File: src/rtl/core/sctbl_pkg.sv
// Shared types, constants and default table contents for the calibration table interpolator.
package sctbl_pkg;

  localparam int unsigned MAX_POINTS_DEF = 16;
  localparam int unsigned DEF_N          = 6;

  localparam logic [37:0] FREQ_SCALE  = 38'd256000000000;
  localparam logic [15:0] NO_PTS_DAC  = 16'd10;
  localparam logic signed [22:0] EPS_MV = 23'sd50;

  // iteration counts of the shared units
  localparam logic [5:0] FDIV_STEPS = 6'd38;
  localparam logic [5:0] VDIV_STEPS = 6'd22;
  localparam logic [5:0] DDIV_STEPS = 6'd17;
  localparam logic [4:0] MUL_STEPS  = 5'd21;

  typedef enum logic [2:0] {
    OP_CAPTURE = 3'd0,
    OP_REMOVE  = 3'd1,
    OP_P2V     = 3'd2,
    OP_V2D     = 3'd3,
    OP_READ    = 3'd4
  } op_e;

  typedef enum logic [2:0] {
    PTR_HOLD,
    PTR_ZERO,
    PTR_ONE,
    PTR_INC,
    PTR_LAST
  } ptr_e;

  typedef enum logic [2:0] {
    RK_FAIL,
    RK_OK,
    RK_NOPTS,
    RK_READ,
    RK_CUR,
    RK_PREV,
    RK_QUOT
  } res_e;

  typedef enum logic [3:0] {
    ST_IDLE,
    ST_DISP,
    ST_SCAN,
    ST_CDIV,
    ST_CAPW,
    ST_RMW,
    ST_FIN,
    ST_PDIV,
    ST_LO,
    ST_HI,
    ST_SPAN,
    ST_MUL1,
    ST_MUL2,
    ST_QDIV
  } state_e;

  typedef struct packed {
    logic load;
    ptr_e ptr_op;
    logic scan;
    logic prev_ld;
    logic fdiv;
    logic qdiv;
    logic mul_start;
    logic mul_second;
    logic cap_wr;
    logic rm_wr;
    logic res_en;
    res_e res_kind;
  } cmd_t;

  typedef struct packed {
    logic [2:0] op;
    logic cap_bad;
    logic idx_ok;
    logic few_pts;
    logic per_zero;
    logic full;
    logic hit_now;
    logic scan_end;
    logic key_le;
    logic key_ge;
    logic flat;
    logic mul_busy;
    logic div_busy;
  } st_t;

  function automatic logic [20:0] def_volts(int unsigned k);
    logic [20:0] r;
    case (k)
      0: r = 21'd0;
      1: r = 21'd20000;
      2: r = 21'd100000;
      3: r = 21'd500000;
      4: r = 21'd1000000;
      5: r = 21'd1500000;
      default: r = 21'd0;
    endcase
    return r;
  endfunction

  function automatic logic [39:0] def_freq(int unsigned k);
    logic [39:0] r;
    case (k)
      0: r = 40'd0;
      1: r = 40'd64000;
      2: r = 40'd296960;
      3: r = 40'd1589760;
      4: r = 40'd3187200;
      5: r = 40'd4776192;
      default: r = 40'd0;
    endcase
    return r;
  endfunction

endpackage

File: src/rtl/core/sctbl_ctrl.sv
// Sequencer for the calibration table: decodes a command and steps the datapath.
module sctbl_ctrl (
  input  logic            clk_i,
  input  logic            rst_ni,
  input  logic            start,
  output logic            busy,
  input  sctbl_pkg::st_t  st_i,
  output sctbl_pkg::cmd_t cmd_o
);
  import sctbl_pkg::*;

  state_e state_q, state_d;

  always_ff @(posedge clk_i or negedge rst_ni) begin
    if (!rst_ni) begin
      state_q <= ST_IDLE;
    end else begin
      state_q <= state_d;
    end
  end

  // next state
  always_comb begin
    state_d = state_q;
    unique case (state_q)
      ST_IDLE: if (start) state_d = ST_DISP;
      ST_DISP: begin
        unique case (st_i.op)
          OP_CAPTURE: state_d = st_i.cap_bad ? ST_IDLE : ST_SCAN;
          OP_REMOVE:  state_d = st_i.idx_ok ? ST_RMW : ST_IDLE;
          OP_P2V:     state_d = (st_i.per_zero || st_i.few_pts) ? ST_IDLE : ST_PDIV;
          OP_V2D:     state_d = st_i.few_pts ? ST_IDLE : ST_LO;
          default:    state_d = ST_IDLE;
        endcase
      end
      ST_SCAN: begin
        if (st_i.hit_now) state_d = ST_CDIV;
        else if (st_i.scan_end) state_d = st_i.full ? ST_IDLE : ST_CDIV;
      end
      ST_CDIV: if (!st_i.div_busy) state_d = ST_CAPW;
      ST_CAPW: state_d = ST_FIN;
      ST_RMW:  state_d = ST_FIN;
      ST_FIN:  state_d = ST_IDLE;
      ST_PDIV: if (!st_i.div_busy) state_d = ST_LO;
      ST_LO:   state_d = st_i.key_le ? ST_IDLE : ST_HI;
      ST_HI:   state_d = st_i.key_ge ? ST_IDLE : ST_SPAN;
      ST_SPAN: begin
        if (st_i.key_le) state_d = st_i.flat ? ST_IDLE : ST_MUL1;
      end
      ST_MUL1: begin
        if (!st_i.mul_busy) state_d = (st_i.op == OP_V2D) ? ST_MUL2 : ST_QDIV;
      end
      ST_MUL2: if (!st_i.mul_busy) state_d = ST_QDIV;
      ST_QDIV: if (!st_i.div_busy) state_d = ST_IDLE;
      default: state_d = ST_IDLE;
    endcase
  end

  // commands
  always_comb begin
    cmd_o = '0;
    cmd_o.ptr_op   = PTR_HOLD;
    cmd_o.res_kind = RK_FAIL;
    unique case (state_q)
      ST_IDLE: cmd_o.load = start;
      ST_DISP: begin
        unique case (st_i.op)
          OP_CAPTURE: begin
            if (st_i.cap_bad) cmd_o.res_en = 1'b1;
            else cmd_o.ptr_op = PTR_ZERO;
          end
          OP_REMOVE: cmd_o.res_en = !st_i.idx_ok;
          OP_P2V: begin
            if (st_i.per_zero || st_i.few_pts) begin
              cmd_o.res_en   = 1'b1;
              cmd_o.res_kind = RK_NOPTS;
            end else begin
              cmd_o.fdiv = 1'b1;
            end
          end
          OP_V2D: begin
            if (st_i.few_pts) begin
              cmd_o.res_en   = 1'b1;
              cmd_o.res_kind = RK_NOPTS;
            end else begin
              cmd_o.ptr_op = PTR_ZERO;
            end
          end
          OP_READ: begin
            cmd_o.res_en   = 1'b1;
            cmd_o.res_kind = st_i.idx_ok ? RK_READ : RK_FAIL;
          end
          default: cmd_o.res_en = 1'b1;
        endcase
      end
      ST_SCAN: begin
        cmd_o.scan   = 1'b1;
        cmd_o.ptr_op = PTR_INC;
        if (st_i.hit_now || (st_i.scan_end && !st_i.full)) cmd_o.fdiv = 1'b1;
        else if (st_i.scan_end) cmd_o.res_en = 1'b1;
      end
      ST_CDIV: ;
      ST_CAPW: cmd_o.cap_wr = 1'b1;
      ST_RMW:  cmd_o.rm_wr = 1'b1;
      ST_FIN: begin
        cmd_o.res_en   = 1'b1;
        cmd_o.res_kind = RK_OK;
      end
      ST_PDIV: if (!st_i.div_busy) cmd_o.ptr_op = PTR_ZERO;
      ST_LO: begin
        cmd_o.prev_ld = 1'b1;
        if (st_i.key_le) begin
          cmd_o.res_en   = 1'b1;
          cmd_o.res_kind = RK_CUR;
        end else begin
          cmd_o.ptr_op = PTR_LAST;
        end
      end
      ST_HI: begin
        if (st_i.key_ge) begin
          cmd_o.res_en   = 1'b1;
          cmd_o.res_kind = RK_CUR;
        end else begin
          cmd_o.ptr_op = PTR_ONE;
        end
      end
      ST_SPAN: begin
        if (st_i.key_le) begin
          if (st_i.flat) begin
            cmd_o.res_en   = 1'b1;
            cmd_o.res_kind = RK_PREV;
          end else begin
            cmd_o.mul_start = 1'b1;
          end
        end else begin
          cmd_o.prev_ld = 1'b1;
          cmd_o.ptr_op  = PTR_INC;
        end
      end
      ST_MUL1: begin
        if (!st_i.mul_busy) begin
          if (st_i.op == OP_V2D) begin
            cmd_o.mul_start  = 1'b1;
            cmd_o.mul_second = 1'b1;
          end else begin
            cmd_o.qdiv = 1'b1;
          end
        end
      end
      ST_MUL2: cmd_o.qdiv = !st_i.mul_busy;
      ST_QDIV: begin
        if (!st_i.div_busy) begin
          cmd_o.res_en   = 1'b1;
          cmd_o.res_kind = RK_QUOT;
        end
      end
      default: ;
    endcase
  end

  assign busy = (state_q != ST_IDLE);

  a_no_result_idle: assert property (@(posedge clk_i) disable iff (!rst_ni)
    (state_q == ST_IDLE) |-> !cmd_o.res_en) else $error("result issued while idle");

  a_div_free: assert property (@(posedge clk_i) disable iff (!rst_ni)
    (cmd_o.fdiv || cmd_o.qdiv) |-> !st_i.div_busy) else $error("divider restarted while busy");

  a_mul_free: assert property (@(posedge clk_i) disable iff (!rst_ni)
    cmd_o.mul_start |-> !st_i.mul_busy) else $error("multiplier restarted while busy");

  a_back_idle: assert property (@(posedge clk_i) disable iff (!rst_ni)
    cmd_o.res_en |=> (state_q == ST_IDLE)) else $error("sequencer not idle after result");

endmodule

File: config.mk
export PLATFORM = sky130hd
export DESIGN_NAME = sctbl_ctrl
export DESIGN_NICKNAME = d
export VERILOG_FILES = /design/src/rtl/core/sctbl_pkg.sv /design/src/rtl/core/sctbl_ctrl.sv
export SDC_FILE = /design/constraint.sdc
export NUM_CORES = 1
export LEC_CHECK = 0
export ABC_AREA = 1
export BUFFER_PORTS_ARGS = -buffer_cell sky130_fd_sc_hd__buf_2
export CAP_MARGIN = 10
export CORE_MARGIN = 5
export CORE_UTILIZATION = 45
export CTS_CLUSTER_SIZE = 20
export DETAILED_ROUTE_END_ITERATION = 8
export GPL_TIMING_DRIVEN = 0
export PLACE_DENSITY = 0.87
export REMOVE_ABC_BUFFERS = 1
export SLEW_MARGIN = 30
export SYNTH_ARGS = -nofsm -noshare
export SYNTH_HDL_FRONTEND = slang
export SYNTH_SLANG_ARGS = --single-unit
File: constraint.sdc
create_clock -name clk_i -period 2.15 [get_ports clk_i]
set_input_delay 0.3225 -clock clk_i [delete_from_list [all_inputs] [get_ports clk_i]]
set_output_delay 0.3225 -clock clk_i [all_outputs]
set_load 0.1 [all_outputs]
# == After elaboration in Yosys (flattened, before gate mapping) ==
# Index checks and enable logic that the tools add are counted.
# classes
n_eq_ne,25
mux,61
reduce_logical,11
# ops
op,n
$mux 4,20
$pmux 4 s12,1
$pmux 3 s6,2
$eq 4x4->1 const B,6
$mux 1,19
$eq 4x3->1 const B,4
$pmux 4 s4,1
$ne 2x2->1 const B,7
$mux 2,6
$mux 3,4
$pmux 1 s2,5
$pmux 3 s3,1
$eq 4x2->1 const B,2
$reduce_and 8->1,1
$pmux 1 s7,1
$eq 3x2->1 const B,2
$eq 4x1->1 const B,1
$logic_not 4->1,1
$pmux 1 s4,1
$reduce_bool 4->1,1
$eq 3x1->1 const B,1
$eq 3x3->1 const B,1
$logic_not 1->1,3
$logic_not 3->1,1
other kinds (4),5
# word_totals
reg_bits,4
input_bits,18
output_inout_bits,17
wordCells,98

# == Logic depth before layout (Yosys ltp) ==
# depth
depth_word,5
depth_mapped,9
mapped_depth_nobuf,9

# == Worst setup path before layout ==
# Ideal clock, no wire load.
# synth_timing
path_kind,reg2out
from,reg state_q[3]
to,out cmd_o[7] in the netlist's numbering
arrival_time_ns,2.803
required_time_ns,1.827
setup_slack_ns,-0.976
path_stages_with_launch,6
n_path_buf,0
path_cell_list,dfrtp_1 inv_1 nor2_4 nand2_1 nor3_2 o21bai_1
# synth_rtl
item,line,rtl
start: declaration,sctbl_ctrl.sv:12,"state_e state_q, state_d;"
start signal: assignment,sctbl_ctrl.sv:18,state_q <= state_d;
end: declaration,sctbl_ctrl.sv:8,output sctbl_pkg::cmd_t cmd_o

==> results.yml <==
yosys:
  synth_cell_types: 20
  synth_seq_cells: 4
  synth_compound_area_share_pct: 8.42
  netlist_area_um2: 758
  synth.area.top_cells: "nand2_1, nor2_1, dfrtp_1"
  synth_area_per_cell_um2: 4.83
  seq_area_frac_synth_pct: 13.2
  ys_warn_count: 0
  syn_inst: 157
  synth_top_area_share_pct: 32.2
  synthMuxAreaShare_pct: 0
  synth_top_family_by_area: "simple AND/OR/NAND/NOR gates"
  synth_xor_area_share_pct: 0
  yosys.area_share.simple_pct: 67.5
  synth_top_cell_by_area: "nand2_1"
  synth-adder-area-share_pct: 0
power_and_ir_drop:
  power.internal_mw: 0.387
  seqPwrFrac_pct: 11.4
  netSwitchingPower_mw: 0.973
  power_density_nw_per_um2: 1350
  combPwrFrac_pct: 81.9
  p_leak_nw: 0.670
  switching_share_pct: 71.6
  peakVddDrop_uv: 1050
  clockPowerShare_pct: 6.8
sta:
  tightest_slew_ns: 0.488
  timing.fmax_mhz: 476
  slew_viol_final: 0
  relSlewSlack_pct: 67.7
  fin_crit_sh_pct: 97.7
  finalSetupTns_ns: 0
  fin_crit_ns: 2.10
  rsz0062_at_grt: "yes"
  finalSetupViolCount: 0
  clock_skew_ns: 0.00570
  hold_violations: 0
route:
  avgViaCountPerCell: 5.14
  wl_per_cell_um: 11.5
  first_iter_violations: 60
  antenna_left: 0
  wl_um: 2430
  drcViolationCount: 0
  vias: 1084
  firstDrtPassIters: 4
clocking:
  clkLatencyLatePin_ns: 0.24
  cts_buffer_depth: 2
  htree_levels: 1
  root_buffer: "clkbuf_4"
  cts_sinks: 4
  cts_tree: "built"
  cts_setup_buffers: 0
  numCtsBuffers: 3
  cts.clk_slew.worst_paths_ns: 0.04
worst_setup_path:
  cp_max_fo: 6
  crit_required_ns: 1.83
  critical_path_class: "reg -> out"
  path_cells: "nor2_2 > nand2_1 > inv_1 > nand4_1 > nand3b_1 > buf_4"
  cp-start-kind: "flop"
  max_stage_delay_ns: 0.46
  cp_slowest_cell: "dfrtp_1"
  worst_setup_path_end_kind: "output pin"
  cp.arrival_ns: 1.78
cells_and_area:
  largest_reg_flops: 4
  top_register: "state_q"
  nets: 215
  layout-drive-gt1-share_pct: 25.1
  syn2layout_area_growth_pct: 33.0
  reg.largest.list: "state_q: 4 flops"
  fillCellCount: 151
  multi_input_area_um2: 578
  antenna_cells: 0
  regArea_um2: 100
  instances_no_fill: 211
floorplan:
  fp.dieH_um: 51.1
  die_w_um: 51.1
  coreArea_um2: 1560
  num_rows: 14
  initial_core_util_pct: 48.6
  io_pins: 35
  die_area_um2: 2610
place:
  numPortBuffers: 34
  place_hpwl_um: 2070
  dp.cells: 207
  place_congestion: 0.915
grt:
  antenna_found_initial: 0
  grt_max_degree: 7
  grt_pass1_wl_um: 3740
  track_usage_pct: 18.0
  grt_overflow: 0
  grt_pass1_vias: 895
flow_run:
  cap_violations: 0
hold_path:
  hold_path_class: "in -> async"
status:
  status: "complete, no violations"
area by class of cell:
class / instances / area share (%)
clock buffer: 3 / 2.23
inverter: 22 / 8.19
multi-input combinational: 131 / 57.3
sequential: 4 / 9.93
tap: 16 / 1.99
timing repair buffer: 35 / 20.3
cells in the mapped netlist:
| library cell | number |
|---|---|
| o211ai_1 | 2 |
| nor4_1 | 1 |
| nor3_1 | 1 |
| nor3_2 | 1 |
| a21oi_1 | 4 |
| o21bai_1 | 1 |
| nor2_4 | 1 |
| nand2_1 | 65 |
| nor2_2 | 6 |
| inv_2 | 1 |
| nand4_1 | 2 |
| nand3_1 | 12 |
| inv_1 | 21 |
| o21ai_0 | 2 |
| nor2_1 | 28 |
| nand3b_1 | 1 |
| o22ai_1 | 1 |
| nand2_2 | 2 |
| dfrtp_1 | 4 |
| o21ai_1 | 1 |
cells by family (layout without fill, tap and decap cells):
logic type | Yosys count | after routing
simple gates | 120 | 120
buf+inv | 22 | 60
compound gates | 11 | 11
flops | 4 | 4
repair_timing:
item | CTS | global route
gates resized for setup | 5 | 6
endpoints found under the hold margin | 4 | 0
hold buffers | 1 | 0
endpoints found under the setup margin | 5 | 7
metal layers:
| metal | GRT usage, % | share of wire (%) |
|---|---|---|
| met1 | 24.6 | 44 |
| met4 | 9.42 | 1.7 |
| met5 | 0 | 0 |
| met2 | 28.8 | 46 |
| met3 | 0.581 | 8.4 |
worst paths after layout:
path / to / cells after the start / start / slack [ns]
setup / recovery: cmd_o[0] / 6 / state_q[2] / 0.05
setup reg to reg: state_q[3] / 7 / state_q[2] / 0.78
min in group clk_i: state_q[2] / 6 / st_i[1] / 0.55
hold reg to reg: state_q[0] / 2 / state_q[0] / 0.61
hold / removal: state_q[2] / 2 / rst_ni / 0.41
max in group asynchronous: state_q[1] / 2 / rst_ni / 1.61
worst max-delay path: cells and delay by family, from the launching register on:
kind	cells	cell delay [ns]
buf+inv	2	0.39
flops	1	0.46
simple gates	4	0.68
cell usage in the layout, fill, tap and decap left out:
| cell | netlist | final |
|---|---|---|
| dfrtp_1 | 4 | 4 |
| buf_4 | 0 | 4 |
| nor2_4 | 1 | 1 |
| clkbuf_4 | 0 | 4 |
| o211ai_1 | 2 | 2 |
| o22ai_1 | 1 | 1 |
| nor3_2 | 1 | 1 |
| nor3_1 | 1 | 1 |
| o21bai_1 | 1 | 1 |
| o21ai_0 | 2 | 2 |
| nor2_1 | 28 | 27 |
| nand2_1 | 65 | 65 |
| inv_1 | 21 | 21 |
| nor4_1 | 1 | 1 |
| inv_2 | 1 | 1 |
| o21ai_1 | 1 | 1 |
| nand3b_1 | 1 | 1 |
| a21oi_1 | 4 | 4 |
| buf_6 | 0 | 2 |
| dlygate4sd3_1 | 0 | 1 |
| nor2_2 | 6 | 7 |
| nand4_1 | 2 | 2 |
| buf_2 | 0 | 27 |
| nand2_2 | 2 | 2 |
| nand3_1 | 12 | 12 |
metrics by stage:
step / setup slack [ns] / cell area (um2) / power, mW / hold WS [ns] / utilization (%)
finish: 0.0500 / 1010 / 1.36 / 0.414 / 64.7
global route: -0.0311 / 1010 / 1.45 / 0.413 / 64.7
CTS: 0.0346 / 993 / 1.34 / 0.404 / 63.7
detailed placement: 0.156 / 948 / 1.23 / 0.131 / 60.8
global placement: 0.177 / 948 / 1.21 / 0.125 / 60.8
floorplan: -0.976 / 758 / 1.04 / 0.0269 / -
power by group through the flow:
stage | clock network, mW | logic (mW) | registers, mW
floorplan | 0 | 0.902 | 0.139
global placement | 0 | 1.07 | 0.146
detailed placement | 0 | 1.08 | 0.151
CTS | 0.0992 | 1.10 | 0.149
global route | 0.106 | 1.19 | 0.157
finish | 0.0923 | 1.11 | 0.154
Power figures use the tool's default switching activity.
